==> config.mk <==
export PLATFORM = sky130hd
export DESIGN_NAME = calendar_second_tick
export DESIGN_NICKNAME = d
export VERILOG_FILES = /design/src/rtl/cst_pkg.sv /design/src/rtl/cst_ctrl.sv /design/src/rtl/cst_datapath.sv /design/src/rtl/calendar_second_tick.sv
export SDC_FILE = /design/constraint.sdc
export NUM_CORES = 1
export LEC_CHECK = 0
export ABC_AREA = 1
export BUFFER_PORTS_ARGS = -buffer_cell sky130_fd_sc_hd__buf_2
export CORE_AREA = 2 2 239 241
export DETAILED_ROUTE_END_ITERATION = 12
export DIE_AREA = 0 0 241 243
export PLACE_DENSITY = 0.75
export SYNTH_ARGS = -nofsm -noshare
export SYNTH_HDL_FRONTEND = slang
export SYNTH_HIERARCHICAL = 1
export SYNTH_SLANG_ARGS = --single-unit
export TNS_END_PERCENT = 5
==> constraint.sdc <==
create_clock -name aclk -period 7 [get_ports aclk]
set_input_delay 1.05 -clock aclk [delete_from_list [all_inputs] [get_ports aclk]]
set_output_delay 1.05 -clock aclk [all_outputs]
set_load 0.02 [all_outputs]
==> src/rtl/cst_pkg.sv <==
// Shared types, constants and calendar helper functions for the
// calendar_second_tick block. No dependencies.
package cst_pkg;

    localparam int SDATA_W = 56;
    localparam int MDATA_W = 112;

    // Reset state: 2015-01-01 00:00:00 local time, UTC+1.
    localparam logic [5:0]  RST_SEC       = 6'd0;
    localparam logic [5:0]  RST_MIN       = 6'd0;
    localparam logic [4:0]  RST_HOUR      = 5'd0;
    localparam logic [4:0]  RST_DAY       = 5'd1;
    localparam logic [3:0]  RST_MONTH     = 4'd1;
    localparam logic [6:0]  RST_YEAR      = 7'd15;
    localparam logic [6:0]  RST_CENTURY   = 7'd20;
    localparam logic [2:0]  RST_WEEKDAY   = 3'd4;
    localparam logic [4:0]  RST_ZONE      = 5'd1;
    localparam logic [21:0] RST_DAY_COUNT = 22'd16436;
    localparam logic [37:0] RST_SEC_COUNT = 38'd1420066800;

    // Day-number building blocks
    localparam int DAYS_1970_TO_2000 = 365 * 30 + 7;
    localparam int DAYS_PER_400Y     = 365 * 400 + 97;
    localparam int DAYS_CENT_NOLEAP  = 365 * 100 + 24;
    localparam int DAYS_CENT_LEAP    = 365 * 100 + 25;
    localparam logic [6:0] CENTURY_WRAP_TO = 7'd40;
    localparam logic [6:0] CENTURY_WRAP_AT = 7'd100;

    typedef enum logic [1:0] {
        KIND_TICK  = 2'd0,
        KIND_FLAGS = 2'd1,
        KIND_LOAD  = 2'd2
    } kind_t;

    typedef enum logic [2:0] {
        ST_IDLE,
        ST_BASE,
        ST_MONTH,
        ST_S1,
        ST_S2,
        ST_S3,
        ST_DONE
    } state_t;

    typedef enum logic [3:0] {
        OP_NONE,
        OP_TICK,
        OP_FLAGS,
        OP_LOAD,
        OP_BASE,
        OP_MONTH,
        OP_DAY,
        OP_S1,
        OP_S2,
        OP_S3
    } dp_op_t;

    typedef struct packed {
        dp_op_t op;
        logic   publish;
    } dp_cmd_t;

    typedef struct packed {
        logic tick_wrap;   // tick at hand rolls century 99 over, wrapping to 40
        logic month_more;  // month sum not finished
    } dp_sts_t;

    // Input word, lowest field in the lowest bits
    typedef struct packed {
        logic [5:0] pad;
        logic [4:0] load_zone;
        logic [2:0] load_weekday;
        logic [6:0] load_century;
        logic [6:0] load_year;
        logic [3:0] load_month;
        logic [4:0] load_day;
        logic [4:0] load_hour;
        logic [5:0] load_minute;
        logic [5:0] load_second;
        logic       zone_announce;
        logic       leap_announce;
    } in_word_t;

    // Result word, lowest field in the lowest bits
    typedef struct packed {
        logic [1:0]  pad;
        logic [1:0]  pending_flags;
        logic [37:0] seconds_count;
        logic [21:0] day_number;
        logic [4:0]  zone;
        logic [2:0]  weekday;
        logic [6:0]  century;
        logic [6:0]  year;
        logic [3:0]  month;
        logic [4:0]  day;
        logic [4:0]  hour;
        logic [5:0]  minute;
        logic [5:0]  second;
    } out_word_t;

    function automatic logic [4:0] month_length(
        input logic [3:0] m,
        input logic [6:0] y,
        input logic [6:0] c
    );
        logic leap;
        leap = (y[1:0] == 2'b00) && ((y != 7'd0) || (c[1:0] == 2'b00));
        case (m)
            4'd2:                           month_length = leap ? 5'd29 : 5'd28;
            4'd4, 4'd6, 4'd9, 4'd11:        month_length = 5'd30;
            4'd1, 4'd3, 4'd5, 4'd7, 4'd8,
            4'd10, 4'd12:                   month_length = 5'd31;
            default:                        month_length = 5'd0;
        endcase
    endfunction

    // Days from 1970-01-01 to the first day of century c (modulo 2^22).
    function automatic logic [21:0] century_days(input logic [6:0] c);
        int d;
        d = DAYS_1970_TO_2000 + (int'(c[6:2]) - 5) * DAYS_PER_400Y;
        if (c[1:0] >= 2'd1) d = d + DAYS_CENT_LEAP;
        if (c[1:0] >= 2'd2) d = d + DAYS_CENT_NOLEAP;
        if (c[1:0] >= 2'd3) d = d + DAYS_CENT_NOLEAP;
        century_days = d[21:0];
    endfunction

endpackage

==> src/rtl/cst_ctrl.sv <==
// Controller for calendar_second_tick: sequences a tick, flag write, load
// and the count recompute, and owns the result valid. Depends on cst_pkg.
module cst_ctrl (
    input  logic              aclk,
    input  logic              aresetn,
    input  logic              s_tvalid,
    input  logic [1:0]        s_tuser,
    output logic              s_tready,
    input  logic              m_tready,
    output logic              m_tvalid,
    input  cst_pkg::dp_sts_t  sts,
    output cst_pkg::dp_cmd_t  cmd
);

    cst_pkg::state_t state_reg, state_next;
    logic            out_valid_reg, out_valid_next;
    logic            out_free;

    assign out_free = !out_valid_reg || m_tready;
    assign m_tvalid = out_valid_reg;

    always_ff @(posedge aclk) begin
        if (!aresetn) begin
            state_reg     <= cst_pkg::ST_IDLE;
            out_valid_reg <= 1'b0;
        end else begin
            state_reg     <= state_next;
            out_valid_reg <= out_valid_next;
        end
    end

    // next state
    always_comb begin
        state_next = state_reg;
        case (state_reg)
            cst_pkg::ST_IDLE: begin
                if (s_tvalid) begin
                    if (s_tuser == cst_pkg::KIND_LOAD ||
                        (s_tuser == cst_pkg::KIND_TICK && sts.tick_wrap)) begin
                        state_next = cst_pkg::ST_BASE;
                    end else begin
                        state_next = cst_pkg::ST_DONE;
                    end
                end
            end
            cst_pkg::ST_BASE:  state_next = cst_pkg::ST_MONTH;
            cst_pkg::ST_MONTH: begin
                if (!sts.month_more) state_next = cst_pkg::ST_S1;
            end
            cst_pkg::ST_S1:    state_next = cst_pkg::ST_S2;
            cst_pkg::ST_S2:    state_next = cst_pkg::ST_S3;
            cst_pkg::ST_S3:    state_next = cst_pkg::ST_DONE;
            cst_pkg::ST_DONE: begin
                if (out_free) state_next = cst_pkg::ST_IDLE;
            end
            default:           state_next = cst_pkg::ST_IDLE;
        endcase
    end

    // outputs
    always_comb begin
        s_tready    = 1'b0;
        cmd.op      = cst_pkg::OP_NONE;
        cmd.publish = 1'b0;
        case (state_reg)
            cst_pkg::ST_IDLE: begin
                s_tready = 1'b1;
                if (s_tvalid) begin
                    case (s_tuser)
                        cst_pkg::KIND_TICK:  cmd.op = cst_pkg::OP_TICK;
                        cst_pkg::KIND_FLAGS: cmd.op = cst_pkg::OP_FLAGS;
                        cst_pkg::KIND_LOAD:  cmd.op = cst_pkg::OP_LOAD;
                        default:             cmd.op = cst_pkg::OP_NONE;
                    endcase
                end
            end
            cst_pkg::ST_BASE:  cmd.op = cst_pkg::OP_BASE;
            cst_pkg::ST_MONTH: cmd.op = sts.month_more ? cst_pkg::OP_MONTH : cst_pkg::OP_DAY;
            cst_pkg::ST_S1:    cmd.op = cst_pkg::OP_S1;
            cst_pkg::ST_S2:    cmd.op = cst_pkg::OP_S2;
            cst_pkg::ST_S3:    cmd.op = cst_pkg::OP_S3;
            cst_pkg::ST_DONE:  cmd.publish = out_free;
            default:           cmd.op = cst_pkg::OP_NONE;
        endcase
    end

    always_comb begin
        if (cmd.publish) begin
            out_valid_next = 1'b1;
        end else if (m_tready) begin
            out_valid_next = 1'b0;
        end else begin
            out_valid_next = out_valid_reg;
        end
    end

endmodule

==> src/rtl/cst_datapath.sv <==
// Datapath for calendar_second_tick: calendar registers, tick carry chain,
// month-sum accumulator and result register. Depends on cst_pkg.
module cst_datapath (
    input  logic                         aclk,
    input  logic                         aresetn,
    input  cst_pkg::dp_cmd_t             cmd,
    input  logic [cst_pkg::SDATA_W-1:0]  s_tdata,
    output cst_pkg::dp_sts_t             sts,
    output logic [cst_pkg::MDATA_W-1:0]  m_tdata
);

    cst_pkg::in_word_t  in_w;
    cst_pkg::out_word_t out_w;

    logic [5:0]  sec_reg, sec_next, min_reg, min_next;
    logic [4:0]  hour_reg, hour_next, day_reg, day_next;
    logic [3:0]  month_reg, month_next;
    logic [6:0]  year_reg, year_next, century_reg, century_next;
    logic [2:0]  weekday_reg, weekday_next;
    logic [4:0]  zone_reg, zone_next;
    logic [21:0] day_count_reg, day_count_next;
    logic [37:0] sec_count_reg, sec_count_next;
    logic        leap_pend_reg, leap_pend_next, zone_pend_reg, zone_pend_next;
    logic [37:0] acc_reg, acc_next;
    logic [3:0]  mcnt_reg, mcnt_next;
    logic [cst_pkg::MDATA_W-1:0] out_reg;

    // tick results
    logic [5:0]  tk_sec, tk_min;
    logic [4:0]  tk_hour, tk_day, tk_zone;
    logic [3:0]  tk_month;
    logic [6:0]  tk_year, tk_century;
    logic [2:0]  tk_weekday;
    logic [21:0] tk_day_count;
    logic [37:0] tk_sec_count;
    logic        tk_leap_pend, tk_zone_pend, tk_wrap;
    logic [6:0]  s7, mi7, c7;
    logic [5:0]  h6, dd6;
    logic [4:0]  mo5;
    logic [7:0]  y8;
    logic [3:0]  w4;

    logic [21:0] year_term;
    logic [15:0] year_days;
    logic [37:0] hz_sum, acc_x60;

    assign in_w = cst_pkg::in_word_t'(s_tdata);

    always_comb begin
        s7  = {1'b0, sec_reg} + 7'd1;
        mi7 = {1'b0, min_reg} + 7'd1;
        dd6 = {1'b0, day_reg} + 6'd1;
        mo5 = {1'b0, month_reg} + 5'd1;
        y8  = {1'b0, year_reg} + 8'd1;
        c7  = century_reg + 7'd1;
        w4  = {1'b0, weekday_reg} + 4'd1;
        h6  = {1'b0, hour_reg};

        tk_sec       = sec_reg;
        tk_min       = min_reg;
        tk_hour      = hour_reg;
        tk_day       = day_reg;
        tk_month     = month_reg;
        tk_year      = year_reg;
        tk_century   = century_reg;
        tk_weekday   = weekday_reg;
        tk_zone      = zone_reg;
        tk_day_count = day_count_reg;
        tk_sec_count = sec_count_reg + 38'd1;
        tk_leap_pend = leap_pend_reg;
        tk_zone_pend = zone_pend_reg;
        tk_wrap      = 1'b0;

        if (s7 < 7'd60) begin
            tk_sec = s7[5:0];
        end else if (s7 == 7'd60 && min_reg == 6'd59 && leap_pend_reg) begin
            tk_sec = s7[5:0];
        end else begin
            tk_sec = 6'd0;
            if (mi7 < 7'd60) begin
                tk_min = mi7[5:0];
            end else begin
                tk_min = 6'd0;
                if (leap_pend_reg) begin
                    tk_sec_count = sec_count_reg;
                    tk_leap_pend = 1'b0;
                end
                if (zone_pend_reg) begin
                    tk_zone_pend = 1'b0;
                    if (zone_reg == 5'd1) begin
                        h6      = h6 + 6'd2;
                        tk_zone = 5'd2;
                    end else if (zone_reg == 5'd2) begin
                        tk_zone = 5'd1;
                    end else begin
                        h6 = h6 + 6'd1;
                    end
                end else begin
                    h6 = h6 + 6'd1;
                end
                if (h6 < 6'd24) begin
                    tk_hour = h6[4:0];
                end else begin
                    tk_hour      = 5'(h6 - 6'd24);
                    tk_weekday   = (w4 >= 4'd7) ? 3'(w4 - 4'd7) : w4[2:0];
                    tk_day_count = day_count_reg + 22'd1;
                    if (dd6 <= {1'b0, cst_pkg::month_length(month_reg, year_reg,
                                                             century_reg)}) begin
                        tk_day = dd6[4:0];
                    end else begin
                        tk_day = 5'd1;
                        if (mo5 <= 5'd12) begin
                            tk_month = mo5[3:0];
                        end else begin
                            tk_month = 4'd1;
                            if (y8 <= 8'd99) begin
                                tk_year = y8[6:0];
                            end else begin
                                tk_year    = 7'd0;
                                tk_century = c7;
                                if (c7 == cst_pkg::CENTURY_WRAP_AT) begin
                                    tk_century = cst_pkg::CENTURY_WRAP_TO;
                                    tk_wrap    = 1'b1;
                                end
                            end
                        end
                    end
                end
            end
        end
    end

    // days from the century start to January 1 of the year
    always_comb begin
        year_days = 16'(year_reg) * 16'd365;
        if (year_reg == 7'd0) begin
            year_term = 22'd0;
        end else begin
            year_term = 22'(year_days) + 22'((8'(year_reg) + 8'd3) >> 2)
                      - ((century_reg[1:0] != 2'b00) ? 22'd1 : 22'd0);
        end
    end

    assign hz_sum  = 38'({day_count_reg, 4'b0000}) + 38'({day_count_reg, 3'b000})
                   + 38'(hour_reg) - {{33{zone_reg[4]}}, zone_reg};
    assign acc_x60 = {acc_reg[31:0], 6'b000000} - {acc_reg[35:0], 2'b00};

    always_comb begin
        sec_next       = sec_reg;
        min_next       = min_reg;
        hour_next      = hour_reg;
        day_next       = day_reg;
        month_next     = month_reg;
        year_next      = year_reg;
        century_next   = century_reg;
        weekday_next   = weekday_reg;
        zone_next      = zone_reg;
        day_count_next = day_count_reg;
        sec_count_next = sec_count_reg;
        leap_pend_next = leap_pend_reg;
        zone_pend_next = zone_pend_reg;
        acc_next       = acc_reg;
        mcnt_next      = mcnt_reg;
        case (cmd.op)
            cst_pkg::OP_TICK: begin
                sec_next       = tk_sec;
                min_next       = tk_min;
                hour_next      = tk_hour;
                day_next       = tk_day;
                month_next     = tk_month;
                year_next      = tk_year;
                century_next   = tk_century;
                weekday_next   = tk_weekday;
                zone_next      = tk_zone;
                day_count_next = tk_day_count;
                sec_count_next = tk_sec_count;
                leap_pend_next = tk_leap_pend;
                zone_pend_next = tk_zone_pend;
            end
            cst_pkg::OP_FLAGS: begin
                leap_pend_next = in_w.leap_announce;
                zone_pend_next = in_w.zone_announce;
            end
            cst_pkg::OP_LOAD: begin
                sec_next     = in_w.load_second;
                min_next     = in_w.load_minute;
                hour_next    = in_w.load_hour;
                day_next     = in_w.load_day;
                month_next   = in_w.load_month;
                year_next    = in_w.load_year;
                century_next = in_w.load_century;
                weekday_next = in_w.load_weekday;
                zone_next    = in_w.load_zone;
            end
            cst_pkg::OP_BASE: begin
                acc_next  = 38'(cst_pkg::century_days(century_reg) + year_term);
                mcnt_next = 4'd1;
            end
            cst_pkg::OP_MONTH: begin
                acc_next  = 38'(acc_reg[21:0] + 22'(cst_pkg::month_length(mcnt_reg,
                                                    year_reg, century_reg)));
                mcnt_next = mcnt_reg + 4'd1;
            end
            cst_pkg::OP_DAY: begin
                // day 0 counts as the day before day 1
                day_count_next = acc_reg[21:0] + 22'(day_reg) - 22'd1;
            end
            cst_pkg::OP_S1: acc_next = hz_sum;
            cst_pkg::OP_S2: acc_next = acc_x60 + 38'(min_reg);
            cst_pkg::OP_S3: sec_count_next = acc_x60 + 38'(sec_reg);
            default: ;
        endcase
    end

    always_ff @(posedge aclk) begin
        if (!aresetn) begin
            sec_reg       <= cst_pkg::RST_SEC;
            min_reg       <= cst_pkg::RST_MIN;
            hour_reg      <= cst_pkg::RST_HOUR;
            day_reg       <= cst_pkg::RST_DAY;
            month_reg     <= cst_pkg::RST_MONTH;
            year_reg      <= cst_pkg::RST_YEAR;
            century_reg   <= cst_pkg::RST_CENTURY;
            weekday_reg   <= cst_pkg::RST_WEEKDAY;
            zone_reg      <= cst_pkg::RST_ZONE;
            day_count_reg <= cst_pkg::RST_DAY_COUNT;
            sec_count_reg <= cst_pkg::RST_SEC_COUNT;
            leap_pend_reg <= 1'b0;
            zone_pend_reg <= 1'b0;
        end else begin
            sec_reg       <= sec_next;
            min_reg       <= min_next;
            hour_reg      <= hour_next;
            day_reg       <= day_next;
            month_reg     <= month_next;
            year_reg      <= year_next;
            century_reg   <= century_next;
            weekday_reg   <= weekday_next;
            zone_reg      <= zone_next;
            day_count_reg <= day_count_next;
            sec_count_reg <= sec_count_next;
            leap_pend_reg <= leap_pend_next;
            zone_pend_reg <= zone_pend_next;
        end
    end

    always_comb begin
        out_w               = '0;
        out_w.second        = sec_reg;
        out_w.minute        = min_reg;
        out_w.hour          = hour_reg;
        out_w.day           = day_reg;
        out_w.month         = month_reg;
        out_w.year          = year_reg;
        out_w.century       = century_reg;
        out_w.weekday       = weekday_reg;
        out_w.zone          = zone_reg;
        out_w.day_number    = day_count_reg;
        out_w.seconds_count = sec_count_reg;
        out_w.pending_flags = {zone_pend_reg, leap_pend_reg};
    end

    always_ff @(posedge aclk) begin
        acc_reg  <= acc_next;
        mcnt_reg <= mcnt_next;
        if (cmd.publish) out_reg <= out_w;
    end

    assign sts.tick_wrap  = tk_wrap;
    assign sts.month_more = (mcnt_reg < month_reg);
    assign m_tdata        = out_reg;

endmodule

==> src/rtl/calendar_second_tick.sv <==
// Top level of the Gregorian real-time clock calendar.
// Depends on cst_pkg, cst_ctrl and cst_datapath.
//
// Usage:
//   Input words arrive on s_tvalid/s_tready; s_tuser carries the kind
//   (tick, announcement flags, load) and s_tdata the flag and load fields.
//   Every accepted word returns exactly one result word on
//   m_tvalid/m_tready holding the full calendar state after that word.
//   A tick, a flag write or an unknown kind goes from acceptance straight
//   to the result handoff. A load, or a tick that rolls century 99
//   over, rebuilds the day number and seconds count: one base step, one
//   adder step per month before the current month, a day step and three
//   seconds steps, so the rebuild grows with the month. One word is
//   processed at a time.
//   The result sits in an output register; the next word is taken while an
//   earlier result still waits, and a stalled receiver only holds the
//   block once a new result is ready to replace the waiting one.
//   Reset (aresetn low, synchronous) loads 2015-01-01 00:00:00 UTC+1,
//   clears both pending flags and drops any waiting result.
module calendar_second_tick (
    input  logic                         aclk,
    input  logic                         aresetn,
    // input channel
    input  logic                         s_tvalid,
    output logic                         s_tready,
    // kind[1:0]
    input  logic [1:0]                   s_tuser,
    // leap_announce[0], zone_announce[1], load_second[7:2],
    // load_minute[13:8], load_hour[18:14], load_day[23:19],
    // load_month[27:24], load_year[34:28], load_century[41:35],
    // load_weekday[44:42], load_zone[49:45], zero[55:50]
    input  logic [cst_pkg::SDATA_W-1:0]  s_tdata,
    // result channel
    output logic                         m_tvalid,
    input  logic                         m_tready,
    // second[5:0], minute[11:6], hour[16:12], day[21:17], month[25:22],
    // year[32:26], century[39:33], weekday[42:40], zone[47:43],
    // day_number[69:48], seconds_count[107:70], pending_flags[109:108],
    // zero[111:110]
    output logic [cst_pkg::MDATA_W-1:0]  m_tdata
);

    cst_pkg::dp_cmd_t cmd;   // controller -> datapath
    cst_pkg::dp_sts_t sts;   // datapath -> controller

    // sequencing: accept, recompute steps, result handoff
    cst_ctrl u_ctrl (
        .aclk     (aclk),
        .aresetn  (aresetn),
        .s_tvalid (s_tvalid),
        .s_tuser  (s_tuser),
        .s_tready (s_tready),
        .m_tready (m_tready),
        .m_tvalid (m_tvalid),
        .sts      (sts),
        .cmd      (cmd)
    );

    // calendar registers, carry chain, count arithmetic, result word
    cst_datapath u_datapath (
        .aclk     (aclk),
        .aresetn  (aresetn),
        .cmd      (cmd),
        .s_tdata  (s_tdata),
        .sts      (sts),
        .m_tdata  (m_tdata)
    );

endmodule
## Word level (Yosys, flattened, before mapping)

Index checks and enable logic that the tools add are counted.

- Input bits: 62
- Register bits: 264
- Logic and storage cells: 274
- Output and inout port bits: 114

- Magnitude comparators: 11
- Reductions and logical operators: 37
- Equal/unequal tests: 59
- Multipliers: 2
- Add/subtract/negate cells: 32
- Mux-type cells: 115

Operators by type and width:

| cell | count |
|---|---|
| 22-bit 2-to-1 mux | 11 |
| 38-bit 2-to-1 mux | 4 |
| 36-bit one-hot mux with 4 select lines | 1 |
| 7-bit 2-to-1 mux | 15 |
| 5-bit 2-to-1 mux | 20 |
| 38-bit one-hot mux with 2 select lines | 1 |
| 22-bit by 17-bit adder with 22-bit output, second input constant | 3 |
| 6-bit 2-to-1 mux | 11 |
| 4-bit by 3-bit == test with 1-bit output, second input constant | 12 |
| 4-bit == test, second input constant | 12 |
| 22-bit one-hot mux with 2 select lines | 1 |
| 38-bit by 1-bit adder with 38-bit output, second input constant | 1 |
| 38-bit by 6-bit adder with 38-bit output | 1 |
| 38-bit subtractor | 1 |
| 36-bit by 5-bit adder with 36-bit output | 1 |
| 36-bit by 6-bit adder with 36-bit output | 1 |
| 36-bit subtractor | 1 |
| 5-bit one-hot mux with 2 select lines | 3 |
| 5-bit one-hot mux with 3 select lines | 2 |
| 7-bit one-hot mux with 2 select lines | 2 |
| 26-bit by 25-bit adder with 27-bit output | 1 |
| 3-bit 2-to-1 mux | 9 |
| 4-bit by 2-bit == test with 1-bit output, second input constant | 6 |
| 4-bit 2-to-1 mux | 6 |
| other kinds (73) | 130 |

## Longest topological paths before layout

Gate-level depths: netlist (run 1).

- Word-level depth: 23
- Gate-level depth with buffers: 45

## Cells and area by module

The synthesis (run 1) kept the hierarchy.

Modules (own cells, without submodules):

| module | cells an instance | times used | sequential area each (um^2) | area an instance (um^2) |
|---|---|---|---|---|
| cst_datapath | 3925 | 1 | 6706.4 | 27500.1 |
| cst_ctrl | 55 | 1 | 80.1 | 340.3 |

## Worst setup path before layout (run 1)

No wires, ideal clock.

- Path type: register to register
- From: register u_datapath.century_reg[2]
- To: register u_datapath.acc_reg[21], data pin
- Setup slack: -0.501 ns
- Data required time: 6.729 ns
- Clock period less this slack: 7.501 ns
- Arrival time: 7.230 ns
- Cell stages (with the launch flop): 42
- Path through: dfxtp_1 buf_2 inv_1 ha_1 o21ai_0 xor2_1 fa_1 fa_1 inv_1 fa_1 fa_1 inv_1 ha_1 nand2_1 inv_1 a21oi_2 nand3_1 nand2_1 [... 6 more ...] nand2_1 nand2_1 nand2_1 clkinv_1 nand2_1 nor2_2 nand2_1 nand2_2 xor2_1 inv_1 ha_1 nand2_1 nor4_1 nand2_1 o211ai_1 xor2_1 nand2_1 o2111ai_1

- Cells in the longest elaborated chain, start to end: 14

Ends and longest elaborated chain:

| element | RTL line | text |
|---|---|---|
| start: declaration | cst_datapath.sv:18 | `logic [6:0] year_reg, year_next, century_reg, century_next;` |
| start signal: assignment | cst_datapath.sv:223 | `century_reg <= cst_pkg::RST_CENTURY;` |
| start signal: assignment | cst_datapath.sv:237 | `century_reg <= century_next;` |
| 5-bit by 3-bit subtractor with 6-bit output (*) | cst_pkg.sv:120 | `d = DAYS_1970_TO_2000 + (int'(c[6:2]) - 5) * DAYS_PER_400Y;` |
| 6-bit by 19-bit multiplier with 22-bit output (*) | cst_pkg.sv:120 |  |
| 15-bit by 22-bit adder with 22-bit output (*) | cst_pkg.sv:120 |  |
| 22-bit by 17-bit adder with 22-bit output | cst_pkg.sv:121 | `if (c[1:0] >= 2'd1) d = d + DAYS_CENT_LEAP;` |
| 22-bit 2-to-1 mux (*) | cst_pkg.sv:121 |  |
| 22-bit 2-to-1 mux (*) | cst_datapath.sv:164 | `case (cmd.op)` |
| 22-bit by 17-bit adder with 22-bit output | cst_pkg.sv:122 | `if (c[1:0] >= 2'd2) d = d + DAYS_CENT_NOLEAP;` |
| 22-bit 2-to-1 mux (*) | cst_pkg.sv:122 |  |
| 22-bit 2-to-1 mux (*) | cst_datapath.sv:164 |  |
| 22-bit by 17-bit adder with 22-bit output | cst_pkg.sv:123 | `if (c[1:0] >= 2'd3) d = d + DAYS_CENT_NOLEAP;` |
| 22-bit 2-to-1 mux (*) | cst_pkg.sv:123 |  |
| 22-bit 2-to-1 mux (*) | cst_datapath.sv:164 |  |
| 22-bit by 22-bit adder with 23-bit output (*) | cst_datapath.sv:196 | `acc_next = 38'(cst_pkg::century_days(century_reg) + year_term);` |
| 36-bit one-hot mux with 4 select lines (*) | cst_datapath.sv:164 |  |
| net u_datapath.acc_next[21] | cst_datapath.sv:24 | `logic [37:0] acc_reg, acc_next;` |
| end signal: assignment | cst_datapath.sv:264 | `acc_reg <= acc_next;` |
| end: declaration | cst_datapath.sv:24 |  |

Mark *: on every way through the listed nets, which the timed path passes. The rest lies on a longest branch. The select of a mux whose other input is x is not followed.
A chain may end at the register's enable or synchronous reset.

## Worst setup path after layout (run 1)

Ends and elaborated chain as after synthesis.

==> results.md, run 1 <==
- Maximum number of pins on one net before global-route repair: between 50 and 60
- Dpl hpwl: 64.2 mm
- GRT Max-Usage Layer: met2
- Minimum period implied by the final worst setup slack: 7.06 ns
- Crit path max fanout: 5
- Vias per cell: about 5.4
- First drt pass iteration count: 6
- Number of distinct library cells after synthesis: 63
- Core Area: 56000 um^2
- Clock tree from TritonCTS: yes
- Number of placement rows: 87
- Clock Skews: 0.0151 ns
- Status: finished, violations left
- Total Nets Final: 4671
- Total negative slack for setup checks: -0.0564 ns
- Flip-flop count of the largest register, all copies and words added: 110
- Met3 Track Usage GR: between 2 and 2.5%
- Final hold viol count: 0
- Worst path most repeated cell: sky130_fd_sc_hd__nand2_2
- Seq cells post-synth: roughly 260
- Cell count of the worst reg-to-reg path: 38
- Largest stage delay on the critical path: 0.54 ns
- Placed cell area: 30200 um^2
- H-tree levels: 1
- Vias in the first global route: between 20000 and 30000
- Post-route DRC: 0
- Antenna violations before repair: 1
- Share of the clock period used by the worst path: 101%
- Max Transition Viols Final: 0
- Worst setup EP type: flip-flop
- Remaining global-route overflow: 0
- Post-synthesis sequential area ratio: 24.4%
- Min-delay worst type: reg2reg
- Total inserted antenna cells: 0
- Clock buffers created by TritonCTS: 29
- Height of the chip: 243 um
- Number of fill cells: 5421
- Number of input and output port buffers inserted: 167
- Met1 track demand over resource in global routing: 35.5%
- Capture point of the worst reg-to-reg path: u_datapath/acc_reg[21]
- Arrival time at the worst endpoint: 7.36 ns
- Unrepaired setup endpoints after global routing: yes
- Number of enable flip-flop cells after synthesis: 150
- Detailed Route WL: a little over 80 mm
- Total GRT Usage: 27.2%
- Signed area change from the synthesized netlist to the final layout: 14.0%
- Mean instance size in the synthesized netlist: 7.00 um^2
- Sink Count: around 260
- Horiz. Die Dim: 241 um
- Worst EP required: 7.30 ns
- Met2 global-route usage: around 47%
- Detail Route Antenna Nets: 0
- Boundary Pins: 176
- Slowest cell on the critical path: sky130_fd_sc_hd__fa_1
- Origin of the worst setup path: u_datapath/century_reg[2]
- Post-Syn Instances: about 4000
- Maximum clock insertion buffer count: 3
- Worst hold path depth: 0
- Global-route wire length before repair: 131 mm
- Area of the mapped netlist: 27800 um^2
- Launch point of the worst reg-to-reg path: u_datapath/century_reg[2]
- Max frequency: around 0.14 GHz
- Average detailed-routed wire length per instance: 16.1 um
- Max transition margin: 29.6%
- Clock insertion delay at the later pin of the skew report: 0.59 ns
- Starting DRC count in detailed routing: 2009
- Util after Layout: 56.7%
- Vias after detailed routing: 27300
- Worst hold endpoint: u_datapath/m_tdata[80]
- Async set or reset register ratio after synthesis: 0%
- Fraction of layout cells with a size suffix above 1: 13.3%
- Critical Path Start Type: flip-flop
- Global placement routability congestion: 0.985
- Worst Hold Launch: u_datapath/sec_count_reg[10]
- Transition time at the pin with the least slew margin: 1.05 ns
- Classification of the worst setup path: reg2reg
- Die footprint: 58600 um^2
- Synthesis Warnings: 6
- Worst setup margin: -0.0564 ns
- Top_reg_cell synth: sky130_fd_sc_hd__edfxtp_1
- Setup violation total in the final timing report: 1
- Post-route cell area: around 32000 um^2
- Max-capacitance violation count: 0
- Worst-path clk slew: 0.06 ns
- Clock tree root driver cell: sky130_fd_sc_hd__clkbuf_16
- Violated checks: negative setup slack
- Starting density of the core: 49.8%
- Number of buffers inserted for hold repair after clock tree synthesis: 0
- Reg2reg setup slack: -0.06 ns
worst max-delay path: cells and delay by family (launching register included):
kind,cells,cell delay (ns)
compound gates,6,1.01
xor+xnor,3,0.51
fa+ha+maj,7,2.69
buf+inv,4,0.27
flops,1,0.37
simple gates,18,1.87
synth_stat cells, drive strengths merged, types with 48 or more instances:
cell type,n,share of area [%]
fa,52,3.7
ha,323,15
dfxtp,114,8.2
xor2,134,4.3
nor2,360,5.3
o21ai,315,5.7
a31oi,51,1.1
a21oi,314,5.7
nand3,276,5.1
edfxtp,150,16
inv,595,8.0
nand2,890,12
nor3,58,1.2
nand4,64,1.4
xnor2,48,1.5
timing repair:
action | CTS | global route
pin swaps | 24 | 55
setup buffers | 6 | 13
endpoints found under the setup margin | 5 | 10
endpoints found under the hold margin | 0 | 0
cloned | 0 | 0
gates resized for setup | 31 | 79
worst max-delay path by stage:
stage | end | slack (ns) | cells past startpoint
2_1_floorplan | u_datapath/acc_reg[21] | 0.03 | 41
5_1_grt | u_datapath/acc_reg[21] | -0.46 | 38
4_1_cts | u_datapath/acc_reg[21] | 0.0005 | 40
6_report | u_datapath/acc_reg[21] | -0.06 | 38
3_3_place_gp | u_datapath/acc_reg[21] | -0.04 | 40
3_5_place_dp | u_datapath/acc_reg[21] | -0.18 | 39
metrics by stage:
stage | instances | worst slack (ns) | hold WS, ns
finish | 5013 | -0.0564 | 0.436
global route | 5013 | -0.457 | 0.455
CTS | 5000 | 0.000515 | 0.443
detailed placement | 4940 | -0.178 | 0.427
global placement | 4940 | -0.0385 | 0.418
floorplan | 3981 | 0.0256 | 0.408
cell usage in the layout, fill, tap and decap left out, drive strengths merged, types with 51 or more instances in the layout:
cell type  Yosys  final
a21oi        314    314
a31oi         51     51
buf           20    285
dfxtp        114    114
edfxtp       150    150
fa            52     52
ha           323    323
inv          595    602
nand2        890    890
nand3        276    276
nand4         64     64
nor2         360    360
nor3          58     58
o21ai        315    315
xor2         134    134
routing by layer:
metal,vias to the layer above,part of all wire [%]
li1,13800,-
met1,12600,44
met2,726,48
met3,144,5.2
met4,2,2.8
met5,-,0.016
layout make-up:
class / count / area (um^2) / share of cell area, %
multi-input combinational: 3052 / 19000 / 59.9
tap: 756 / 946 / 2.98
inverter: 602 / 2260 / 7.14
sequential: 264 / 6790 / 21.4
clock inverter: 25 / 267 / 0.840
timing repair buffer: 285 / 1720 / 5.43
clock buffer: 29 / 726 / 2.29
logic make-up (layout without fill, tap and decap cells):
family / Yosys count / count (layout) / synth area share (%)
other cells: 1 / 2 / 0.0135
fa+ha+maj: 375 / 375 / 18.3
xor+xnor: 182 / 182 / 5.81
buf+inv: 665 / 941 / 9.10
flops: 264 / 264 / 24.4
mux: 1 / 1 / 0.0360
compound gates: 802 / 802 / 16.0
simple gates: 1690 / 1690 / 26.4
Power of run 1 is not shown: default switching activity piles up to over one toggle a cycle in this logic, so the estimate is an artifact.
==> inputs of run 2 (changes only) <==
==> constraint.sdc (replaced) <==
create_clock -name aclk -period 5.8 [get_ports aclk]
set_input_delay 0.87 -clock aclk [delete_from_list [all_inputs] [get_ports aclk]]
set_output_delay 0.87 -clock aclk [all_outputs]
set_load 0.02 [all_outputs]
==> run 2 against run 1 <==
  * The run still ends with negative setup slack left
  * Clock skew increased by 0.0083 ns
  * Routed wire length up 3.7%
  * Register-to-register slack got worse by 0.91 ns
  * Largest cell class unchanged
==> results.md, run 2 (same netlist as run 1, synthesis figures left out) <==
- Status: finished, violations left
- Violated checks: negative setup slack
- Die footprint: 58600 um^2
- Clock tree from TritonCTS: yes
- Max-capacitance violation count: 0
- Remaining global-route overflow: 0
- Worst setup margin: -0.969 ns
- Height of the chip: 243 um
- Setup slack after placement: -1.08 ns
- Detail Route Antenna Nets: 0
- Worst-path clk slew: 0.06 ns
- Post-route DRC: 0
- Starting DRC count in detailed routing: 2078
- Number of placement rows: 87
- Worst EP required: 6.12 ns
- Minimum period implied by the final worst setup slack: 6.77 ns
- Antenna violations before repair: 0
- Horiz. Die Dim: 241 um
- Clock buffers created by TritonCTS: 29
- Vias in the first global route: 26800
- Sink Count: 264
- Final hold viol count: 0
- Reg2reg setup slack: -0.97 ns
- Clock Skews: 0.0235 ns
- Classification of the worst setup path: reg2reg
- Setup violation total in the final timing report: 13
- Detailed Route WL: about 84 mm
- Worst Hold Launch: u_datapath/sec_count_reg[10]
- Number of fill cells: around 5200
- Flip-flop count of the largest register, all copies and words added: 110
- Starting density of the core: 49.8%
- First drt pass iteration count: 6
- Placed insts: 5087
- Total negative slack for setup checks: -8.09 ns
- Vias per cell: ~5.4
- Transition time at the pin with the least slew margin: 1.06 ns
- Most common cell after layout, fill and taps aside: sky130_fd_sc_hd__nand2_1
- Filler-free cell count of the finished design: about 5200
- Dpl hpwl: roughly 67 mm
- Average detailed-routed wire length per instance: 16.2 um
- H-tree levels: 1
- Share of the clock period used by the worst path: 117%
- Launch point of the worst reg-to-reg path: u_datapath/century_reg[3]
- Worst hold path depth: 0
- Unrepaired setup endpoints after global routing: yes
- Max Transition Viols Final: 0
- Signed area change from the synthesized netlist to the final layout: 19.4%
- Clock insertion delay at the later pin of the skew report: 0.60 ns
- Max transition margin: a little under 30%
- Number of buffers inserted for hold repair after clock tree synthesis: 0
- Arrival time at the worst endpoint: about 7.1 ns
- Maximum clock insertion buffer count: 3
- Total inserted antenna cells: 0
- Worst setup EP type: flip-flop
- FF+latch area: just under 7000 um^2
- Area occupied by multi-input gates: 19400 um^2
- Origin of the worst setup path: u_datapath/century_reg[3]
- Boundary Pins: about 180
- Min-delay worst type: reg2reg
- Number of input and output port buffers inserted: 167
- Total GRT Usage: 28.2%
- Cell count of the worst reg-to-reg path: 39
- Critical Path Start Type: flip-flop
- Crit path max fanout: 5
- Vias after detailed routing: 28100
- Hold slack: about 0.44 ns
- Max frequency: 0.148 GHz
- Maximum number of pins on one net before global-route repair: 61
- Top library cells by usage in the layout, fill and taps aside: sky130_fd_sc_hd__nand2_1, sky130_fd_sc_hd__inv_1, sky130_fd_sc_hd__nor2_1
- Fraction of layout cells with a size suffix above 1: between 15 and 20%
- Global-route wire length before repair: between 100 and 150 mm
- Clock tree root driver cell: sky130_fd_sc_hd__clkbuf_16
- Largest stage delay on the critical path: 0.50 ns
- Core Area: 56000 um^2
- Total Nets Final: between 4000 and 5000
- Slowest cell on the critical path: sky130_fd_sc_hd__fa_1
- Global placement routability congestion: 0.987
run 2: cell types whose count changed in the layout (fill, tap and decap cells not counted), sizes merged:
cell,before,now
clkinvlp,1,2
bufinv,4,6
clkinv,20,14
clkbuf,29,35
inv,602,599
buf,285,435
run 2: repair_timing:
| item | CTS | global route |
|---|---|---|
| setup endpoints to repair | 14 | 16 |
| gates resized for setup | 79 | 87 |
| pin swaps | 50 | 41 |
| buffers inserted | 15 | 7 |
| hold endpoints to repair | 0 | 0 |
run 2: routing by layer:
layer,global-route usage [%],up-vias,routed length [um]
met5,0,-,0
met4,9.22,0,2870
met3,2.27,162,4650
met2,48.9,852,40000
met1,36.8,13000,36400
li1,-,14100,-
run 2: per-stage QoR:
step	utilization, %	area (um^2)
floorplan	-	28000
global placement	56.1	31400
detailed placement	56.1	31400
CTS	58.7	32900
global route	59.4	33300
finish	59.4	33300
run 2: layout make-up:
type	count	area share, %
clock inverters	19	0.805
well taps	756	2.84
flip-flops and latches	264	20.4
clock buffers	35	2.31
multi-input cells	3052	58.2
inverters	602	6.81
repair buffers	435	8.58
run 2: final timing paths:
kind | end
max | u_datapath/acc_reg[21]
min | u_datapath/m_tdata[80]
max reg2reg | u_datapath/acc_reg[21]
min reg2reg | u_datapath/m_tdata[80]
run 2: critical path: cells and delay by family (launching register included):
family | cells | cell delay [ns]
fa+ha+maj | 7 | 2.46
compound gates | 5 | 0.89
simple gates | 20 | 2.24
flops | 1 | 0.34
buf+inv | 5 | 0.28
xor+xnor | 2 | 0.30
Power of run 2 is left out for the same reason.
